===== config.mk =====
export PLATFORM = sky130hd
export DESIGN_NAME = quad_gradient_edge_map_unit
export DESIGN_NICKNAME = d
export VERILOG_FILES = /design/src/rtl/qgem_pkg.sv /design/src/rtl/quad_gradient_edge_map_unit.sv /design/src/rtl/qgem_front.sv /design/src/rtl/qgem_queue.sv /design/src/rtl/qgem_back.sv
export SDC_FILE = /design/constraint.sdc
export NUM_CORES = 1
export LEC_CHECK = 0
export BUFFER_PORTS_ARGS = -buffer_cell sky130_fd_sc_hd__buf_2
export CORE_MARGIN = 1.5
export CORE_UTILIZATION = 65
export DETAILED_ROUTE_END_ITERATION = 16
export PLACE_DENSITY = 0.84
export SYNTH_ARGS = -nofsm -noshare
export SYNTH_HDL_FRONTEND = slang
export SYNTH_SLANG_ARGS = --single-unit

===== constraint.sdc =====
create_clock -name clk -period 17.2 [get_ports clk]
set_input_delay 3.44 -clock clk [delete_from_list [all_inputs] [get_ports clk]]
set_output_delay 3.44 -clock clk [all_outputs]
set_load 0.02 [all_outputs]

===== src/rtl/qgem_pkg.sv =====
`default_nettype none
package qgem_pkg;

	localparam int WIDTH_BITS  = 8;
	localparam int HEIGHT_BITS = 13;
	localparam int LEVEL_BITS  = 3;
	localparam int ADDR_BITS   = 4;
	localparam int DATA_BITS   = 32;

	localparam logic [WIDTH_BITS-1:0]  WIDTH_RESET  = 8'd80;
	localparam logic [HEIGHT_BITS-1:0] HEIGHT_RESET = 13'd100;
	localparam logic [LEVEL_BITS-1:0]  LEVEL_RESET  = 3'd4;

	typedef enum logic [1:0] {
		REG_WIDTH  = 2'd0,
		REG_HEIGHT = 2'd1,
		REG_LEVELS = 2'd2,
		REG_NONE   = 2'd3
	} reg_index_t;

	localparam logic [LEVEL_BITS-1:0] LEVELS_2 = 3'd2;
	localparam logic [LEVEL_BITS-1:0] LEVELS_3 = 3'd3;
	localparam logic [LEVEL_BITS-1:0] LEVELS_4 = 3'd4;

	localparam logic [7:0] SYM_SPACE = 8'h20;
	localparam logic [7:0] SYM_HASH  = 8'h23;
	localparam logic [7:0] SYM_DOT   = 8'h2E;
	localparam logic [7:0] SYM_COLON = 8'h3A;
	localparam logic [7:0] SYM_NONE  = 8'h00;

	localparam int QUEUE_DEPTH = 2;
	localparam int QPTR_BITS   = 1;
	localparam int QCNT_BITS   = 2;

	typedef struct packed {
		logic [1:0] p1;
		logic [1:0] p2;
		logic [1:0] p3;
		logic [1:0] p4;
		logic       row_end;
		logic       image_end;
	} window_t;

endpackage
`default_nettype wire


===== src/rtl/quad_gradient_edge_map_unit.sv =====
`default_nettype none
// Edge map of a raster image of 2-bit grey pixels. Pixels are pushed in raster order; every
// pixel that completes a 2x2 window (not first row, not first column) yields one item with the
// largest of four gradients, an ASCII symbol chosen by the level count, and row/image end
// flags. One pixel per clock is taken while full is low; the line store is a single-port
// read-first memory touched once per pixel. Width, height and level count are set over the APB
// port at byte addresses 0, 4 and 8; the user must write them only while the block is idle,
// which the block does not enforce; width is clamped to 1..LINE_LENGTH and height to 1..ROW_LIMIT.
module quad_gradient_edge_map_unit #(
	parameter int LINE_LENGTH = 128,
	parameter int ROW_LIMIT   = 4096
) (
	input  wire logic                              clk,
	input  wire logic                              arst_n,
	input  wire logic                              psel,
	input  wire logic                              penable,
	input  wire logic                              pwrite,
	input  wire logic [qgem_pkg::ADDR_BITS-1:0]    paddr,
	input  wire logic [qgem_pkg::DATA_BITS-1:0]    pwdata,
	output logic [qgem_pkg::DATA_BITS-1:0]         prdata,
	output logic                                   pready,
	input  wire logic                              push,
	output logic                                   full,
	input  wire logic [1:0]                        pixel,
	output logic                                   empty,
	input  wire logic                              pop,
	output logic [1:0]                             strength,
	output logic [7:0]                             symbol,
	output logic                                   row_end,
	output logic                                   image_end
);

	localparam int CW = $clog2(LINE_LENGTH);
	localparam int RW = $clog2(ROW_LIMIT);
	localparam int WW = (CW + 1 > qgem_pkg::WIDTH_BITS) ? CW + 1 : qgem_pkg::WIDTH_BITS;
	localparam int HW = (RW + 1 > qgem_pkg::HEIGHT_BITS) ? RW + 1 : qgem_pkg::HEIGHT_BITS;

	logic [qgem_pkg::WIDTH_BITS-1:0]  width_q;
	logic [qgem_pkg::HEIGHT_BITS-1:0] height_q;
	logic [qgem_pkg::LEVEL_BITS-1:0]  levels_q;
	qgem_pkg::reg_index_t             reg_sel;
	logic                             wr_strobe;
	logic [WW-1:0]                    width_ext;
	logic [HW-1:0]                    height_ext;
	logic [WW-1:0]                    wlast_ext;
	logic [HW-1:0]                    hlast_ext;
	logic [CW-1:0]                    wlast;
	logic [RW-1:0]                    hlast;
	logic                             win_valid;
	logic                             win_ready;
	qgem_pkg::window_t                win;
	logic                             q_full;
	logic                             q_valid;
	logic                             q_pop;
	qgem_pkg::window_t                q_data;

	assign pready    = 1'b1;
	assign reg_sel   = qgem_pkg::reg_index_t'(paddr[3:2]);
	assign wr_strobe = psel && penable && pwrite && pready;

	always_ff @(posedge clk or negedge arst_n) begin
		if (!arst_n) begin
			width_q  <= qgem_pkg::WIDTH_RESET;
			height_q <= qgem_pkg::HEIGHT_RESET;
			levels_q <= qgem_pkg::LEVEL_RESET;
		end else if (wr_strobe) begin
			unique case (reg_sel)
				qgem_pkg::REG_WIDTH:  width_q  <= pwdata[qgem_pkg::WIDTH_BITS-1:0];
				qgem_pkg::REG_HEIGHT: height_q <= pwdata[qgem_pkg::HEIGHT_BITS-1:0];
				qgem_pkg::REG_LEVELS: levels_q <= pwdata[qgem_pkg::LEVEL_BITS-1:0];
				qgem_pkg::REG_NONE: begin
				end
			endcase
		end
	end

	always_comb begin
		unique case (reg_sel)
			qgem_pkg::REG_WIDTH:  prdata = qgem_pkg::DATA_BITS'(width_q);
			qgem_pkg::REG_HEIGHT: prdata = qgem_pkg::DATA_BITS'(height_q);
			qgem_pkg::REG_LEVELS: prdata = qgem_pkg::DATA_BITS'(levels_q);
			qgem_pkg::REG_NONE:   prdata = '0;
		endcase
	end

	always_comb begin
		width_ext  = WW'(width_q);
		height_ext = HW'(height_q);
		if (width_ext == '0) begin
			wlast_ext = '0;
		end else if (width_ext > WW'(LINE_LENGTH)) begin
			wlast_ext = WW'(LINE_LENGTH - 1);
		end else begin
			wlast_ext = width_ext - 1'b1;
		end
		if (height_ext == '0) begin
			hlast_ext = '0;
		end else if (height_ext > HW'(ROW_LIMIT)) begin
			hlast_ext = HW'(ROW_LIMIT - 1);
		end else begin
			hlast_ext = height_ext - 1'b1;
		end
		wlast = wlast_ext[CW-1:0];
		hlast = hlast_ext[RW-1:0];
	end

	assign win_ready = !q_full;

	qgem_front #(
		.LINE_LENGTH(LINE_LENGTH),
		.ROW_LIMIT  (ROW_LIMIT)
	) u_front (
		.clk      (clk),
		.arst_n   (arst_n),
		.push     (push),
		.full     (full),
		.pixel    (pixel),
		.wlast    (wlast),
		.hlast    (hlast),
		.win_valid(win_valid),
		.win      (win),
		.win_ready(win_ready)
	);

	qgem_queue u_queue (
		.clk     (clk),
		.arst_n  (arst_n),
		.wr_en   (win_valid),
		.q_full  (q_full),
		.wr_data (win),
		.rd_valid(q_valid),
		.rd_en   (q_pop),
		.rd_data (q_data)
	);

	qgem_back u_back (
		.clk        (clk),
		.arst_n     (arst_n),
		.in_valid   (q_valid),
		.win        (q_data),
		.in_ready   (q_pop),
		.level_count(levels_q),
		.empty      (empty),
		.pop        (pop),
		.strength   (strength),
		.symbol     (symbol),
		.row_end    (row_end),
		.image_end  (image_end)
	);

endmodule
`default_nettype wire


===== src/rtl/qgem_front.sv =====
`default_nettype none
module qgem_front #(
	parameter int LINE_LENGTH = 128,
	parameter int ROW_LIMIT   = 4096
) (
	input  wire logic                           clk,
	input  wire logic                           arst_n,
	input  wire logic                           push,
	output logic                                full,
	input  wire logic [1:0]                     pixel,
	input  wire logic [$clog2(LINE_LENGTH)-1:0] wlast,
	input  wire logic [$clog2(ROW_LIMIT)-1:0]   hlast,
	output logic                                win_valid,
	output qgem_pkg::window_t                   win,
	input  wire logic                           win_ready
);

	localparam int CW = $clog2(LINE_LENGTH);
	localparam int RW = $clog2(ROW_LIMIT);

	logic [1:0]    mem [LINE_LENGTH];
	logic [CW-1:0] col_q;
	logic [RW-1:0] row_q;
	logic [1:0]    left_q;
	logic [1:0]    upleft_q;
	logic          valid_s1;
	logic          win_s1;
	logic          row_end_s1;
	logic          image_end_s1;
	logic [1:0]    px_s1;
	logic [1:0]    up_s1;
	logic          advance;
	logic          accept;
	logic          last_col;
	logic          last_row;

	assign last_col = col_q >= wlast;
	assign last_row = row_q >= hlast;
	assign advance  = !valid_s1 || !win_s1 || win_ready;
	assign full     = !advance;
	assign accept   = push && advance;

	always_ff @(posedge clk or negedge arst_n) begin
		if (!arst_n) begin
			col_q    <= '0;
			row_q    <= '0;
			valid_s1 <= 1'b0;
			left_q   <= '0;
			upleft_q <= '0;
		end else begin
			if (advance) begin
				valid_s1 <= push;
			end
			if (accept) begin
				if (last_col) begin
					col_q <= '0;
					row_q <= last_row ? '0 : row_q + 1'b1;
				end else begin
					col_q <= col_q + 1'b1;
				end
			end
			if (valid_s1 && advance) begin
				left_q   <= px_s1;
				upleft_q <= up_s1;
			end
		end
	end

	always_ff @(posedge clk) begin
		if (accept) begin
			up_s1        <= mem[col_q];
			mem[col_q]   <= pixel;
			px_s1        <= pixel;
			win_s1       <= (col_q != '0) && (row_q != '0);
			row_end_s1   <= last_col;
			image_end_s1 <= last_col && last_row;
		end
	end

	assign win_valid = valid_s1 && win_s1;

	always_comb begin
		win.p1        = upleft_q;
		win.p2        = up_s1;
		win.p3        = left_q;
		win.p4        = px_s1;
		win.row_end   = row_end_s1;
		win.image_end = image_end_s1;
	end

endmodule
`default_nettype wire


===== src/rtl/qgem_queue.sv =====
`default_nettype none
module qgem_queue (
	input  wire logic               clk,
	input  wire logic               arst_n,
	input  wire logic               wr_en,
	output logic                    q_full,
	input  wire qgem_pkg::window_t  wr_data,
	output logic                    rd_valid,
	input  wire logic               rd_en,
	output qgem_pkg::window_t       rd_data
);

	qgem_pkg::window_t                store [qgem_pkg::QUEUE_DEPTH];
	logic [qgem_pkg::QPTR_BITS-1:0]   wr_ptr_q;
	logic [qgem_pkg::QPTR_BITS-1:0]   rd_ptr_q;
	logic [qgem_pkg::QCNT_BITS-1:0]   count_q;
	logic                             do_wr;
	logic                             do_rd;

	assign q_full   = count_q == qgem_pkg::QCNT_BITS'(qgem_pkg::QUEUE_DEPTH);
	assign rd_valid = count_q != '0;
	assign do_wr    = wr_en && !q_full;
	assign do_rd    = rd_en && rd_valid;
	assign rd_data  = store[rd_ptr_q];

	always_ff @(posedge clk or negedge arst_n) begin
		if (!arst_n) begin
			wr_ptr_q <= '0;
			rd_ptr_q <= '0;
			count_q  <= '0;
		end else begin
			if (do_wr) begin
				wr_ptr_q <= wr_ptr_q + 1'b1;
			end
			if (do_rd) begin
				rd_ptr_q <= rd_ptr_q + 1'b1;
			end
			if (do_wr && !do_rd) begin
				count_q <= count_q + 1'b1;
			end else if (do_rd && !do_wr) begin
				count_q <= count_q - 1'b1;
			end
		end
	end

	always_ff @(posedge clk) begin
		if (do_wr) begin
			store[wr_ptr_q] <= wr_data;
		end
	end

`ifndef SYNTH
	a_count_bound: assert property (@(posedge clk) disable iff (!arst_n)
		count_q <= qgem_pkg::QCNT_BITS'(qgem_pkg::QUEUE_DEPTH))
		else $error("queue count beyond depth");
	a_offer_hold: assert property (@(posedge clk) disable iff (!arst_n)
		wr_en && q_full |=> wr_en && $stable(wr_data))
		else $error("item offered to a full queue not held");
`endif

endmodule
`default_nettype wire


===== src/rtl/qgem_back.sv =====
`default_nettype none
module qgem_back (
	input  wire logic                            clk,
	input  wire logic                            arst_n,
	input  wire logic                            in_valid,
	input  wire qgem_pkg::window_t               win,
	output logic                                 in_ready,
	input  wire logic [qgem_pkg::LEVEL_BITS-1:0] level_count,
	output logic                                 empty,
	input  wire logic                            pop,
	output logic [1:0]                           strength,
	output logic [7:0]                           symbol,
	output logic                                 row_end,
	output logic                                 image_end
);

	logic [3:0] sum_h;
	logic [3:0] sum_v;
	logic [3:0] abs_h;
	logic [3:0] abs_v;
	logic [2:0] dif_p;
	logic [2:0] dif_n;
	logic [2:0] abs_p;
	logic [2:0] abs_n;
	logic [1:0] g_h;
	logic [1:0] g_v;
	logic [1:0] g_p;
	logic [1:0] g_n;
	logic [1:0] m_a;
	logic [1:0] m_b;
	logic [1:0] m_all;
	logic [7:0] sym;
	logic       out_valid_q;
	logic       load;

	always_comb begin
		sum_h = {2'b00, win.p1} - {2'b00, win.p2} + {2'b00, win.p3} - {2'b00, win.p4};
		sum_v = {2'b00, win.p1} - {2'b00, win.p3} + {2'b00, win.p2} - {2'b00, win.p4};
		abs_h = sum_h[3] ? 4'd0 - sum_h : sum_h;
		abs_v = sum_v[3] ? 4'd0 - sum_v : sum_v;
		dif_p = {1'b0, win.p1} - {1'b0, win.p4};
		dif_n = {1'b0, win.p2} - {1'b0, win.p3};
		abs_p = dif_p[2] ? 3'd0 - dif_p : dif_p;
		abs_n = dif_n[2] ? 3'd0 - dif_n : dif_n;
		g_h   = abs_h[2:1];
		g_v   = abs_v[2:1];
		g_p   = abs_p[1:0];
		g_n   = abs_n[1:0];
		m_a   = (g_v > g_h) ? g_v : g_h;
		m_b   = (g_n > g_p) ? g_n : g_p;
		m_all = (m_b > m_a) ? m_b : m_a;
	end

	always_comb begin
		unique case (level_count)
			qgem_pkg::LEVELS_2: begin
				sym = (m_all == 2'd0) ? qgem_pkg::SYM_SPACE : qgem_pkg::SYM_HASH;
			end
			qgem_pkg::LEVELS_3: begin
				sym = (m_all == 2'd0) ? qgem_pkg::SYM_SPACE :
				      (m_all == 2'd1) ? qgem_pkg::SYM_DOT : qgem_pkg::SYM_HASH;
			end
			qgem_pkg::LEVELS_4: begin
				sym = (m_all == 2'd0) ? qgem_pkg::SYM_SPACE :
				      (m_all == 2'd1) ? qgem_pkg::SYM_DOT :
				      (m_all == 2'd2) ? qgem_pkg::SYM_COLON : qgem_pkg::SYM_HASH;
			end
			default: begin
				sym = qgem_pkg::SYM_NONE;
			end
		endcase
	end

	assign in_ready = !out_valid_q || pop;
	assign load     = in_valid && in_ready;
	assign empty    = !out_valid_q;

	always_ff @(posedge clk or negedge arst_n) begin
		if (!arst_n) begin
			out_valid_q <= 1'b0;
		end else if (in_ready) begin
			out_valid_q <= in_valid;
		end
	end

	always_ff @(posedge clk) begin
		if (load) begin
			strength  <= m_all;
			symbol    <= sym;
			row_end   <= win.row_end;
			image_end <= win.image_end;
		end
	end

`ifndef SYNTH
	a_hold_result: assert property (@(posedge clk) disable iff (!arst_n)
		out_valid_q && !pop |=> out_valid_q)
		else $error("waiting item dropped");
	a_blank_symbol: assert property (@(posedge clk) disable iff (!arst_n)
		out_valid_q && strength == 2'd0 |->
		symbol == qgem_pkg::SYM_SPACE || symbol == qgem_pkg::SYM_NONE)
		else $error("non-blank symbol for zero strength");
`endif

endmodule
`default_nettype wire

==> qor.txt <==
Cell Chain, Critical Path - buf_2 > nor2b_1 > and2_1 > buf_2
Multi-input gate area - 5544 sq um
Min-Delay Endpoint - u_queue.store[0][0]
CTS resizes - 0
CTS HTree Levels - 2
Crit path required time - 13.76 ns
Max_slew headroom - 18.39%
Global-route wire length before repair - 51160 um
Synthesis-stage register bit count - 346
Area taken by flip-flops and latches - 10140 sq um
Clock buffer count from CTS - 36
Pins Over Slew Limit - 0
Length of the first detailed-routing pass in iterations - 5
WL final - 32750 um
Clock skew - 0.01871 ns
Capturing element type of the critical path - output pin
Data arrival time at the worst-slack endpoint - 4.37 ns
CP startpoint kind - input port
Clock latency on the worst-skew pair - 0.54 ns
Total core area - 24320 sq um
Reg-to-reg setup timing slack - 11.08 ns
Final Hold Vio Count - 0
Most frequent cell on the critical path - sky130_fd_sc_hd__buf_2
Most used cells in the layout excluding fill and tap cells - 293 x sky130_fd_sc_hd__edfxtp_1, 182 x sky130_fd_sc_hd__nor2_1, 63 x sky130_fd_sc_hd__nand2_1
CTS Buffer Depth - 3
Post-route DRC violation count - 0
Detailed placer's ending HPWL - 20270 um
Slew at the pin closest to its max-slew limit - 1.222 ns
Post-Synthesis Cells - 1162
Grt total ovfl - 0
Largest voltage drop on the vdd net - 0.6127 mV
Antenna violations before repair - 0
Launch point of the worst reg-to-reg path - u_queue.rd_ptr_q
Effective utilization at floorplan - 66.30%
Buffers on Ports - 48
Antenna diode count - 0
Instance count after placement with tap cells included - 1496
Die ar. - 25760 sq um
Crit-path max cell delay - 0.32 ns
Number of global-route vias before repair - 9908
Share of synthesized registers carrying an async set or reset - 15.32%
Number of warning messages in the yosys log - 0
Final setup TNS - 0 ns
Setup CP Type - input port to output pin
Number of setup buffers added after CTS - 0
Largest driver fanout on the critical path - 13
Mean area per synthesized cell - 13.88 sq um
DR vias/cell - 6.213
Total power of the final layout - 3.659 mW
Die height - 160.5 um
Hold Startpoint - u_front.image_end_s1
Post-detailed-route wirelength per cell - 20.98 um
Final critical path time including I/O delays and setup - 7.813 ns
CTS tree - done
Power density relative to cell area - 205.3 nW/um^2
DP Area - 16580 sq um
Post-CTS Hold Fix Bufs - 0
Tot GR Track Use - 25.81%
Leakage - 6.483 nW
Most frequent standard cell in the layout excluding fill and tap cells - sky130_fd_sc_hd__edfxtp_1
CTS Sinks - 346
Number of enable-type register cells in the synthesized netlist - 293
Area of the mapped netlist - 16120 sq um
Clock-pin slew on the worst setup and hold paths - 0.06 ns
Unrepaired setup endpoints after global routing - no
Maximum Capacitance Violations - 0
Period Utilization, post-route - 45.43%
Fin area - 17820 sq um
CTS Root Buffer Type - sky130_fd_sc_hd__clkbuf_16
Cell depth of the worst flop-to-flop path - 24
Number of cell rows - 57
Initial detailed-routing violation count - 1104
Crit path launch - paddr[2]
Number of distinct library cell variants in the gate-level netlist after synthesis - 57
Largest net degree at the start of global routing - 87
Die Wd - 160.5 um
Number of endpoints failing setup at the final stage - 0
Sequential area share after synthesis - 62.84%
Destination of the worst register-to-register timing path - u_back.symbol[0]
Final #Nets - 1318
I/O Pins - 92
Hold Path Depth - 0
Post-layout instance count excluding filler cells - 1561
Final weighted congestion in routability-driven placement - 0.8024
Routed via count - 9698
Post-Route Hold Slack - 0.4619 ns
Most frequently used flop master after synthesis - sky130_fd_sc_hd__edfxtp_1
Remaining antenna violation count - 0
Fraction of layout cells with a size suffix above 1 - 16.41%
Slowest cell on the critical path - sky130_fd_sc_hd__nor2b_1
Highest clock frequency the design can meet - 128.0 MHz
Outcome - finished clean
Number of fill cells in the layout - 1497
Area growth from synthesis to final layout - 10.53%
Min-delay worst type - register to register
## critical path: cells and delay by family
family | cells | cell delay, ns
buffers and inverters | 2 | 0.44
AND/OR/NAND/NOR | 2 | 0.50
## area by class of cell
cell class                      instances  share of cell area, %
Clock buffer                           44                  5.343
Clock inverter                         21                  1.643
Inverter                               47                 0.9900
Multi-Input combinational cell        722                  31.11
Sequential cell                       346                  56.88
Tap cell                              324                  2.275
Timing Repair Buffer                   57                  1.755
## layer usage
layer	global-route usage (%)	share of wire (%)	vias up
met5	0	0	-
met4	10.58	3.2	0
met3	4.055	7.5	89
met2	44.47	51	434
met1	33.01	38	4815
li1	-	-	4360
## cell families after synthesis
family                     Yosys count  share of synthesized area, %
DFF                                346                         62.84
and+or+nand+nor                    342                         9.452
muxes                              137                         12.48
AOI/OAI and AO/OA                  128                         5.013
buffers and inverters              114                         3.267
adders and majority gates           64                         5.324
xor gates and xnor gates            29                         1.575
other                                2                       0.04658
## how the worst max path moves through the flow
stage	end	slack [ns]	depth (start not counted)
2_1_floorplan	prdata[0]	9.31	3
3_3_place_gp	prdata[12]	9.44	4
3_5_place_dp	prdata[11]	9.37	4
4_1_cts	prdata[11]	9.37	4
5_1_grt	prdata[11]	9.32	4
6_report	prdata[11]	9.39	4
## flip-flops by register name, indices dropped and copies added (netlist names), 2 cells and up
name,flops
u_front.left_q,2
u_front.up_s1,2
width_ext,8
u_queue.count_q,2
u_back.symbol,6
u_front.px_s1,2
levels_q,3
u_front.col_q,7
u_queue.store,20
u_front.upleft_q,2
height_ext,13
u_back.strength,2
u_front.mem,256
u_front.row_q,12
## report_power, final
group | switching, mW | total [mW] | leakage, nW | internal (mW)
Clock | 0.320 | 0.811 | 0.600 | 0.491
Sequential | 0.0850 | 1.11 | 3.30 | 1.03
Combinational | 0.977 | 1.74 | 2.58 | 0.761
## cell usage after synthesis, types with 15 or more instances
| cell | instances | area [sq um] |
|---|---|---|
| sky130_fd_sc_hd__a21oi_1 | 22 | 110.1 |
| sky130_fd_sc_hd__buf_4 | 22 | 165.2 |
| sky130_fd_sc_hd__clkbuf_1 | 27 | 101.4 |
| sky130_fd_sc_hd__dfrtp_1 | 47 | 1176 |
| sky130_fd_sc_hd__edfxtp_1 | 293 | 8798 |
| sky130_fd_sc_hd__ha_1 | 55 | 688.2 |
| sky130_fd_sc_hd__inv_1 | 46 | 172.7 |
| sky130_fd_sc_hd__mux2_2 | 32 | 360.4 |
| sky130_fd_sc_hd__mux2i_1 | 57 | 570.6 |
| sky130_fd_sc_hd__mux4_2 | 48 | 1081 |
| sky130_fd_sc_hd__nand2_1 | 63 | 236.5 |
| sky130_fd_sc_hd__nor2_1 | 182 | 683.2 |
| sky130_fd_sc_hd__nor3_1 | 15 | 75.07 |
| sky130_fd_sc_hd__o21ai_0 | 38 | 190.2 |
| sky130_fd_sc_hd__o22ai_1 | 17 | 106.4 |
| sky130_fd_sc_hd__xnor2_1 | 15 | 131.4 |
## stage by stage
step | util (%) | setup WS (ns)
floorplan | - | 9.309
CTS | 73.28 | 9.372
detailed placement | 68.16 | 9.372
finish | 73.28 | 9.387
global route | 73.28 | 9.318
global placement | 68.16 | 9.444
Power figures use the tool's default switching activity.
